[src/design/kalt_pkg.sv]
// ----------------------------------------------------------------------------
// kalt_pkg: keyed array list table shared definitions
// Field widths, operation and status codes, entry layout and the command and
// status groups between controller and datapath.
// ----------------------------------------------------------------------------
package kalt_pkg;

  localparam int MODE_W      = 2;
  localparam int CODE_W      = 31;
  localparam int QTY_W       = 32;
  localparam int STATUS_W    = 2;
  localparam int COUNT_OUT_W = 7;
  localparam int S_TDATA_W   = 96;
  localparam int M_TDATA_W   = 16;

  typedef logic [MODE_W-1:0]   mode_t;
  typedef logic [STATUS_W-1:0] status_t;

  localparam mode_t MODE_APPEND = 2'd0;
  localparam mode_t MODE_SEARCH = 2'd1;
  localparam mode_t MODE_DELETE = 2'd2;
  localparam mode_t MODE_UPDATE = 2'd3;

  localparam status_t ST_OK      = 2'd0;
  localparam status_t ST_FULL    = 2'd1;
  localparam status_t ST_MISSING = 2'd2;

  typedef struct packed {
    logic [CODE_W-1:0] code;
    logic [QTY_W-1:0]  qty;
  } entry_t;

  typedef struct packed {
    logic load;
    logic run;
    logic commit;
  } cmd_t;

  typedef struct packed {
    logic done;
  } stat_t;

endpackage

[src/design/kalt_ctrl.sv]
// ----------------------------------------------------------------------------
// kalt_ctrl: request sequencer
// Takes one request at a time, runs the datapath pass and hands the result
// to the output register when it is free.
// ----------------------------------------------------------------------------
module kalt_ctrl (
  input  logic          clk,
  input  logic          rst,
  input  logic          s_tvalid,
  output logic          s_tready,
  output logic          m_tvalid,
  input  logic          m_tready,
  output kalt_pkg::cmd_t  cmd,
  input  kalt_pkg::stat_t st
);
  import kalt_pkg::*;

  typedef enum logic {IDLE, EXEC} state_t;

  state_t state;
  logic   out_valid;

  assign s_tready = (state == IDLE);
  assign m_tvalid = out_valid;

  always_comb begin
    cmd.load   = s_tvalid && (state == IDLE);
    cmd.run    = (state == EXEC);
    cmd.commit = (state == EXEC) && st.done && (!out_valid || m_tready);
  end

  always_ff @(posedge clk) begin
    if (rst) begin
      state     <= IDLE;
      out_valid <= 1'b0;
    end else begin
      unique case (state)
        IDLE: begin
          if (cmd.load) state <= EXEC;
        end
        EXEC: begin
          if (cmd.commit) state <= IDLE;
        end
        default: state <= IDLE;
      endcase
      if (cmd.commit) begin
        out_valid <= 1'b1;
      end else if (m_tready) begin
        out_valid <= 1'b0;
      end
    end
  end

endmodule

[src/design/kalt_dpath.sv]
// ----------------------------------------------------------------------------
// kalt_dpath: entry store and scan datapath
// Holds the entry memory and fill count, scans entries one a cycle through a
// registered read port, rewrites matches and shifts entries down on delete.
// ----------------------------------------------------------------------------
module kalt_dpath #(
  parameter int CAPACITY = 64
) (
  input  logic                                 clk,
  input  logic                                 rst,
  input  kalt_pkg::cmd_t                       cmd,
  output kalt_pkg::stat_t                      st,
  input  kalt_pkg::mode_t                      mode,
  input  logic [kalt_pkg::CODE_W-1:0]          key_code,
  input  logic [kalt_pkg::CODE_W-1:0]          new_code,
  input  logic signed [kalt_pkg::QTY_W-1:0]    quantity,
  output logic                                 found,
  output kalt_pkg::status_t                    status,
  output logic [kalt_pkg::COUNT_OUT_W-1:0]     entry_count
);
  import kalt_pkg::*;

  localparam int IW = (CAPACITY > 1) ? $clog2(CAPACITY) : 1;
  localparam int CW = $clog2(CAPACITY + 1);

  entry_t mem [CAPACITY];

  mode_t             mode_r;
  logic [CODE_W-1:0] key_r;
  logic [CODE_W-1:0] ncode_r;
  logic [QTY_W-1:0]  qty_r;

  logic [CW-1:0] count;
  logic [CW-1:0] count_next;
  logic [CW-1:0] ptr;
  logic [IW-1:0] cmp_idx;
  logic          cmp_vld;
  logic          hit;
  entry_t        rd_data;

  logic          full;
  logic          issue;
  logic          match;
  logic          we;
  logic [IW-1:0] wa;
  entry_t        wd;
  status_t       status_next;

  assign full    = (count == CW'(CAPACITY));
  assign issue   = cmd.run && (mode_r != MODE_APPEND) && (ptr != count);
  assign match   = cmp_vld && (rd_data.code == key_r);
  assign st.done = (mode_r == MODE_APPEND) || ((ptr == count) && !cmp_vld);

  always_comb begin
    we = 1'b0;
    wa = cmp_idx;
    wd = rd_data;
    unique case (mode_r)
      MODE_APPEND: begin
        we = cmd.run && !full;
        wa = count[IW-1:0];
        wd = '{code: key_r, qty: qty_r};
      end
      MODE_UPDATE: begin
        we = cmd.run && match;
        wd = '{code: ncode_r, qty: qty_r};
      end
      MODE_DELETE: begin
        we = cmd.run && cmp_vld && hit;
        wa = cmp_idx - 1'b1;
      end
      default: we = 1'b0;
    endcase
  end

  always_comb begin
    count_next  = count;
    status_next = hit ? ST_OK : ST_MISSING;
    unique case (mode_r)
      MODE_APPEND: begin
        status_next = full ? ST_FULL : ST_OK;
        if (!full) count_next = count + 1'b1;
      end
      MODE_DELETE: begin
        if (hit) count_next = count - 1'b1;
      end
      default: count_next = count;
    endcase
  end

  always_ff @(posedge clk) begin
    if (we) mem[wa] <= wd;
    if (issue) rd_data <= mem[ptr[IW-1:0]];
  end

  always_ff @(posedge clk) begin
    if (cmd.load) begin
      mode_r  <= mode;
      key_r   <= key_code;
      ncode_r <= new_code;
      qty_r   <= quantity;
    end
    if (issue) cmp_idx <= ptr[IW-1:0];
    if (cmd.commit) begin
      found       <= hit && (mode_r != MODE_APPEND);
      status      <= status_next;
      entry_count <= COUNT_OUT_W'(count_next);
    end
  end

  always_ff @(posedge clk) begin
    if (rst) begin
      count   <= '0;
      ptr     <= '0;
      cmp_vld <= 1'b0;
      hit     <= 1'b0;
    end else begin
      if (cmd.load) begin
        ptr     <= '0;
        cmp_vld <= 1'b0;
        hit     <= 1'b0;
      end else begin
        if (issue) ptr <= ptr + 1'b1;
        cmp_vld <= issue;
        if (match) hit <= 1'b1;
      end
      if (cmd.commit) count <= count_next;
    end
  end

endmodule

[src/design/keyed_array_list_table.sv]
// ----------------------------------------------------------------------------
// keyed_array_list_table: packed list of code and quantity entries
// Append, search, delete-first and update-all requests over a list held in
// one memory, with one result per request.
// ----------------------------------------------------------------------------
// Requests enter on the s_ channel: tuser carries the mode, tdata the key
// code, the new code and the quantity. Each request gives one result on the
// m_ channel with the found flag, the status and the entry count.
// One request is in work at a time. Search, delete and update walk the n
// held entries through the memory's registered read port, one entry a
// cycle; delete shifts the later entries down in the same pass. The next
// request can be taken in the cycle after the result is loaded.
// The result sits in an output register; a new request is accepted while it
// waits, and that request's pass holds at its end until the register frees.
// Reset empties the list at once; no clearing pass is needed.
// ----------------------------------------------------------------------------
module keyed_array_list_table #(
  parameter int CAPACITY = 64
) (
  input  logic                               clk,
  input  logic                               rst,
  input  logic                               s_tvalid,
  output logic                               s_tready,
  // key_code[30:0], new_code[61:31], quantity[93:62], zero fill
  input  logic [kalt_pkg::S_TDATA_W-1:0]     s_tdata,
  // mode[1:0]
  input  logic [kalt_pkg::MODE_W-1:0]        s_tuser,
  output logic                               m_tvalid,
  input  logic                               m_tready,
  // found[0], status[2:1], entry_count[9:3], zero fill
  output logic [kalt_pkg::M_TDATA_W-1:0]     m_tdata
);
  import kalt_pkg::*;

  cmd_t                     cmd;
  stat_t                    st;
  logic                     found;
  status_t                  status;
  logic [COUNT_OUT_W-1:0]   entry_count;

  kalt_ctrl u_ctrl (
    .clk      (clk),
    .rst      (rst),
    .s_tvalid (s_tvalid),
    .s_tready (s_tready),
    .m_tvalid (m_tvalid),
    .m_tready (m_tready),
    .cmd      (cmd),
    .st       (st)
  );

  kalt_dpath #(
    .CAPACITY (CAPACITY)
  ) u_dpath (
    .clk         (clk),
    .rst         (rst),
    .cmd         (cmd),
    .st          (st),
    .mode        (s_tuser),
    .key_code    (s_tdata[CODE_W-1:0]),
    .new_code    (s_tdata[2*CODE_W-1:CODE_W]),
    .quantity    ($signed(s_tdata[2*CODE_W+QTY_W-1:2*CODE_W])),
    .found       (found),
    .status      (status),
    .entry_count (entry_count)
  );

  assign m_tdata = {(M_TDATA_W - COUNT_OUT_W - STATUS_W - 1)'(0), entry_count, status, found};

  a_found_ok: assert property (@(posedge clk) disable iff (rst)
    m_tvalid && m_tdata[0] |-> m_tdata[2:1] == ST_OK)
    else $error("found result without ok status");

  a_status_code: assert property (@(posedge clk) disable iff (rst)
    m_tvalid |-> m_tdata[2:1] == ST_OK || m_tdata[2:1] == ST_FULL ||
                 m_tdata[2:1] == ST_MISSING)
    else $error("result status out of range");

  a_one_in_work: assert property (@(posedge clk) disable iff (rst)
    s_tvalid && s_tready |=> !s_tready)
    else $error("second request taken while one is in work");

endmodule

[config.mk]
export PLATFORM = sky130hd
export DESIGN_NAME = keyed_array_list_table
export DESIGN_NICKNAME = d
export VERILOG_FILES = /design/src/design/kalt_pkg.sv /design/src/design/kalt_ctrl.sv /design/src/design/kalt_dpath.sv /design/src/design/keyed_array_list_table.sv
export SDC_FILE = /design/constraint.sdc
export NUM_CORES = 2
export LEC_CHECK = 0
export BUFFER_PORTS_ARGS = -buffer_cell sky130_fd_sc_hd__buf_4
export CORE_AREA = 2 2 643 325
export DETAILED_ROUTE_END_ITERATION = 7
export DIE_AREA = 0 0 645 327
export GPL_TIMING_DRIVEN = 0
export SLEW_MARGIN = 10
export SYNTH_ARGS = -nofsm -noshare
export SYNTH_HDL_FRONTEND = slang
export SYNTH_SLANG_ARGS = --single-unit
[constraint.sdc]
create_clock -name clk -period 5.1 [get_ports clk]
set_clock_uncertainty 0.05 [all_clocks]
set_input_delay 0.51 -clock clk [delete_from_list [all_inputs] [get_ports clk]]
set_output_delay 0.51 -clock clk [all_outputs]
set_load 0.02 [all_outputs]
# Yosys cells after proc, flatten, opt, wreduce, memory -nomap -nowiden

Memories as Yosys holds them, arrays and structs flattened. A register that Yosys moved wholly into a read port is not among the register bits.
Cells that the tools add are included.

Flip-flop bits (word level): 130
RAM bits: 4032
Input bits: 102
Memories: 1

Memory list:

| memory      | depth | bits a word | rd ports | clocked after memory_dff | write ports | line             | text |
|---|---|---|---|---|---|---|---|
| u_dpath.mem | 64    | 63          | 1        | 1                        | 1           | kalt_dpath.sv:26 | `entry_t mem [CAPACITY];` |

Add/subtract/negate cells: 4
Equality and inequality tests: 6
Muxes and demuxes: 16
Bitwise gates (word level): 1
Reductions and logical operators: 21

Operators with widths:

| kind                                                               | count |
|---|---|
| 63-bit one-hot mux with 2 select lines                             | 1 |
| 31-bit == test                                                     | 1 |
| 7-bit by 1-bit adder with 7-bit output, second input constant      | 2 |
| 7-bit two-way mux                                                  | 2 |
| 7-bit one-hot mux with 2 select lines                              | 1 |
| 1-bit logical AND                                                  | 12 |
| 6-bit one-hot mux with 2 select lines                              | 1 |
| 7-bit == test                                                      | 1 |
| 7-bit == test, second input constant                               | 1 |
| 1-bit two-way mux                                                  | 7 |
| 7-bit inequality test                                              | 1 |
| 7-bit by 1-bit subtractor with 7-bit output, second input constant | 1 |
| 6-bit by 1-bit subtractor with 6-bit output, second input constant | 1 |
| 2-bit == test, second input constant                               | 2 |
| 2-bit two-way mux                                                  | 2 |
| 2-bit nonzero test                                                 | 2 |
| 1-bit zero test                                                    | 3 |
| 1-bit one-hot mux with 3 select lines                              | 1 |
| 2-bit zero test                                                    | 1 |
| 1-bit logical OR                                                   | 2 |
| 1-bit one-hot mux with 2 select lines                              | 1 |
| 2-bit OR reduction                                                 | 1 |
| 1-bit NOT                                                          | 1 |

# Logic depth before layout (Yosys ltp)

Word-level depth: 7
Mapped depth: 10
Mapped depth without buffers: 7

# Cells and area by module

From an unflattened synthesis, not the netlist that was laid out.

Cells, all modules: 3778
Area total of the unflattened synthesis: 81663.3 µm²

By module, submodules not included:

| module                 | times used | cells an instance | area each (µm²) | sequential area each (µm²) |
|---|---|---|---|---|
| kalt_dpath             | 1          | 3759              | 81505.7         | 63230.6 |
| kalt_ctrl              | 1          | 11                | 101.3           | 40.0 |
| keyed_array_list_table | 1          | 8                 | 56.3            | 0.0 |

# Least setup slack after synthesis

No wires, ideal clock.

Kind: reg2reg
From: register u_dpath.mode_r[0]
To: memory u_dpath.mem[0][34] (netlist name) (data pin)
Setup time: 0.702 ns
Data arrival time: 4.263 ns
Required time: 4.348 ns
Path slack: 0.085 ns
Cell stages (with the launch flop): 9
Path buffers: 4
Cell sequence: edfxtp_1 inv_1 ha_1 buf_2 buf_2 clkbuf_1 clkbuf_1 a22oi_1 o21ai_0

RTL lines:

| what                   | line             | text |
|---|---|---|
| from (decl)            | kalt_dpath.sv:28 | `mode_t mode_r;` |
| from (signal assigned) | kalt_dpath.sv:98 | `mode_r <= mode;` |
| to (decl)              | kalt_dpath.sv:26 |  |

# Worst setup path in the final report

From: register u_dpath.key_r[15]
To: memory u_dpath.mem[6][40] (netlist name) (enable)

Cells in the longest elaborated chain, start to end: 6

Ends and longest elaborated chain:

| what                                    | line             | text |
|---|---|---|
| from (decl)                             | kalt_dpath.sv:29 | `logic [CODE_W-1:0] key_r;` |
| from (signal assigned)                  | kalt_dpath.sv:99 | `key_r <= key_code;` |
| 31-bit == test                          | kalt_dpath.sv:51 | `assign match = cmp_vld && (rd_data.code == key_r);` |
| 1-bit logical AND                       | kalt_dpath.sv:51 |  |
| 1-bit logical AND                       | kalt_dpath.sv:65 | `we = cmd.run && match;` |
| 1-bit one-hot mux with 3 select lines   | kalt_dpath.sv:58 | `unique case (mode_r)` |
| 1-bit two-way mux                       | kalt_dpath.sv:92 | `if (we) mem[wa] <= wd;` |
| 1-bit two-way mux (not written as such) | kalt_dpath.sv:92 |  |

Every way passes these cells.

==> results.cfg <==
[sta]
finalSetupViolations = 0
finalSetupTns_ns = 0
drv_slew = 0
clock.fmax_mhz = 200
finalCritPeriodShare = 0.981
finalHoldViolations = 0
slew_headroom = 0.157
worst_slew_pin_slew_ns = 1.26
final.min_clock_period_ns = 5.00
rsz0062_at_grt = false

[placed_design]
place_inst = 6934
io_buffers = 78
hpwl_mm = 182
gp_routability_congestion = 0.983
post_dp_cell_area_sq_um = 90200

[final_layout]
area_growth_pct = 18.1
multi_input_area_sq_um = 17900
final_net_count = 4533
finalNonFillerCells = 7315
fin_util = 0.469
fin_area_sq_um = 96500
layout-drive-gt1-share = 0.279
seq_area_sq_um = 63300
fillers = 16800

[synthesis]
synth_top_area_cell = edfxtp_1
synth_top_family_by_area = multiplexers
ys_top_cells_by_area = edfxtp_1 (77%), mux4_2 (12%), mux2i_1 (2.7%)
synthesis.instances = 3797
ys_ff_latch = 2113
ys_seq_area_frac = 0.775
netlist_area_sq_um = 81700
yosys.area_share.adder = 0.00123
yosysMostFrequentCell = edfxtp_1
synthTopCellsByCount = edfxtp_1 (2,095), mux4_2 (434), mux2i_1 (219)
synth_mux_area_frac = 0.147
syn_avg_cell_area_sq_um = 21.5
ys.flop_type = edfxtp_1
synth_edf_count = 2095
synth_compound_area_frac = 0.0397
synth-simple-area-share = 0.0175
synth_xor_area_frac = 0.00504
yosys.area.top_type_share = 0.770
ys_async_sr_fraction = 0
yosysUniqueCellTypes = 67
ys_warn_count = 0

[grt]
grt_pass1_vias = 41400
grt_pass1_wl_mm = 341
grt_max_degree = 38
grt_overflow = 0
grt_util_all_layers = 0.234
antenna_found_initial = 20

[detailed_routing]
ant_nets = 0
wire_per_inst_microns = 34.0
dr.pass1.iters = 6
drt_first_iter_violations = 8066
drc = 0
drt-total-wl_mm = 249
vias = 43900
vias_per_cell = 6.00

[pwr]
power_leakage_uw = 0.0296
seqPwrFrac = 0.547
swShare = 0.231
power_density_nw_per_um2 = 377
p_int_uw = 28000
vdd_drop_max_uv = 319
combPwrFrac = 0.075
power_frac_clock = 0.378
power_uw = 36400
p_sw_uw = 8390

[clock_tree]
htree_num_levels = 4
clk-insertion-delay-late_ns = 0.84
cts_inserted_buffers = 182
clockBufferDepth = 4
clk_pin_slew_worst_paths_ns = 0.07
cts-root-buf = clkbuf_16
cts_tree = done
cts.sinks = 2113

[setup_path]
regToRegEndpoint = u_dpath.mem[6][40]
cp_data_required_time_ns = 5.56
worstRegToRegCells = 10
reg2reg_from = u_dpath.key_r[15]
crit_type = reg -> reg
r2r_setup_slack_ns = 0.1
end_kind = register
setup.worst_path.start_class = register
cp.arrival_ns = 5.47
crit_fanout = 10

[worst_hold_path]
hold_depth = 2
hp-start = rst
hp-class = in -> reg
worstHoldEndpoint = u_dpath.count[6]

[floorplanning]
chipWidth_microns = 645
dieArea_sq_um = 211000
start_util = 0.397
rows = 118
ios = 120
die_h_microns = 327
core_area_sq_um = 206000

[run_status]
status = finished clean

[run]
cap_violations = 0
-- per-stage QoR --
stage | hold WS, ns | worst slack, ns
after floorplan | 0.359 | 0.0853
after global placement | 0.365 | -7.17
after detailed placement | 0.373 | -0.0172
after CTS | 0.195 | 0.138
after global routing | 0.211 | 0.0661
final | 0.271 | 0.0968
-- worst max-delay path, cell delays in order, from the launching register on --
cell      delay [ns]
edfxtp_1        0.54
xnor2_1         0.36
nand4_1         0.18
nor4_2          0.75
a21oi_2         0.45
clkbuf_1        0.60
nor3_2          0.74
buf_4           0.33
buf_4           0.24
buf_6           0.18
buf_4           0.21
-- flip-flops by register name, indices dropped and copies added, names as in the netlist --
register / count
u_dpath.mode_r: 2
u_dpath.ncode_r: 31
u_dpath.cmp_idx: 6
u_ctrl.state: 1
u_dpath.rd_data: 31
u_dpath.status: 2
u_dpath.entry_count: 7
u_dpath.cmp_vld: 1
u_dpath.hit: 1
u_dpath.ptr: 7
u_dpath.key_r: 31
u_ctrl.m_tvalid: 1
u_dpath.found: 1
u_dpath.count: 7
u_dpath.mem: 1984
-- what timing repair did --
item / 4_1_cts / 5_1_grt
hold endpoints to repair: 65 / 0
setup buffers: 0 / 0
hold buffers: 65 / 0
endpoints found under the setup margin: 9 / 15
gates resized for setup: 2 / 3
-- power groups by stage --
stage | clock (uW) | combinational [uW] | sequential, uW
2_1_floorplan | 0 | 953 | 20400
3_3_place_gp | 0 | 1980 | 20700
3_5_place_dp | 0 | 2620 | 20300
4_1_cts | 13900 | 2670 | 19900
5_1_grt | 14500 | 2840 | 19900
6_report | 13700 | 2740 | 19900
-- cell families after synthesis --
logic type | after synthesis
AO/OA/AOI/OAI | 433
XOR/XNOR | 47
adder cells (fa/ha/maj) | 8
buffers and inverters | 259
flip-flops | 2113
multiplexers | 655
other | 1
AND/OR/NAND/NOR | 281
-- final cells by class --
class                   count  area share
clock buffers             222      0.0497
repair buffers            437      0.0512
inverters                  16    0.000623
plain buffers             243      0.0122
diodes                      4    0.000104
clock inverters            90     0.00842
multi-input cells        1430       0.186
well taps                2760      0.0358
flip-flops and latches   2113       0.656
-- worst max-delay path by stage --
stage                                  from                  end  slack, ns
final                     u_dpath.key_r[15]   u_dpath.mem[6][40]        0.1
after global routing       u_dpath.count[0]   u_dpath.mem[6][40]       0.07
after CTS                  u_dpath.key_r[9]  u_dpath.mem[11][41]       0.14
after detailed placement  u_dpath.key_r[15]   u_dpath.mem[9][47]      -0.02
after global placement    u_dpath.mode_r[0]  u_dpath.mem[21][43]      -7.17
after floorplan           u_dpath.mode_r[0]   u_dpath.mem[0][34]       0.09
-- metal layers --
layer / part of all wire / track usage / up-vias
met5: 0.00048 / 0 / -
met4: 0.020 / 0.0455 / 6
met3: 0.15 / 0.0867 / 306
met2: 0.37 / 0.284 / 3001
met1: 0.45 / 0.388 / 23300
li1: - / - / 17300
-- cells in the final DEF, fill, tap and decap left out, drive strengths merged, types with 6 or more instances in the layout --
cell         count
a22oi          125
bufinv          14
edfxtp        2095
nand4           12
dlygate4sd3     65
buf            501
a211o           32
a211oi          65
inv             21
nor2            25
dfxtp           18
o21ai           39
clkbuf         336
mux4           434
a22o            31
conb             6
and2             6
nand2           88
clkinv          64
mux2i          219
o221ai          33
nand3           42
o211ai          32
nor3            72
clkinvlp         7
nor2b            9
xnor2           39
o22ai           31
ha               8
xor2             8
a21oi           16
Note: power is estimated with default switching activity, not from simulation.
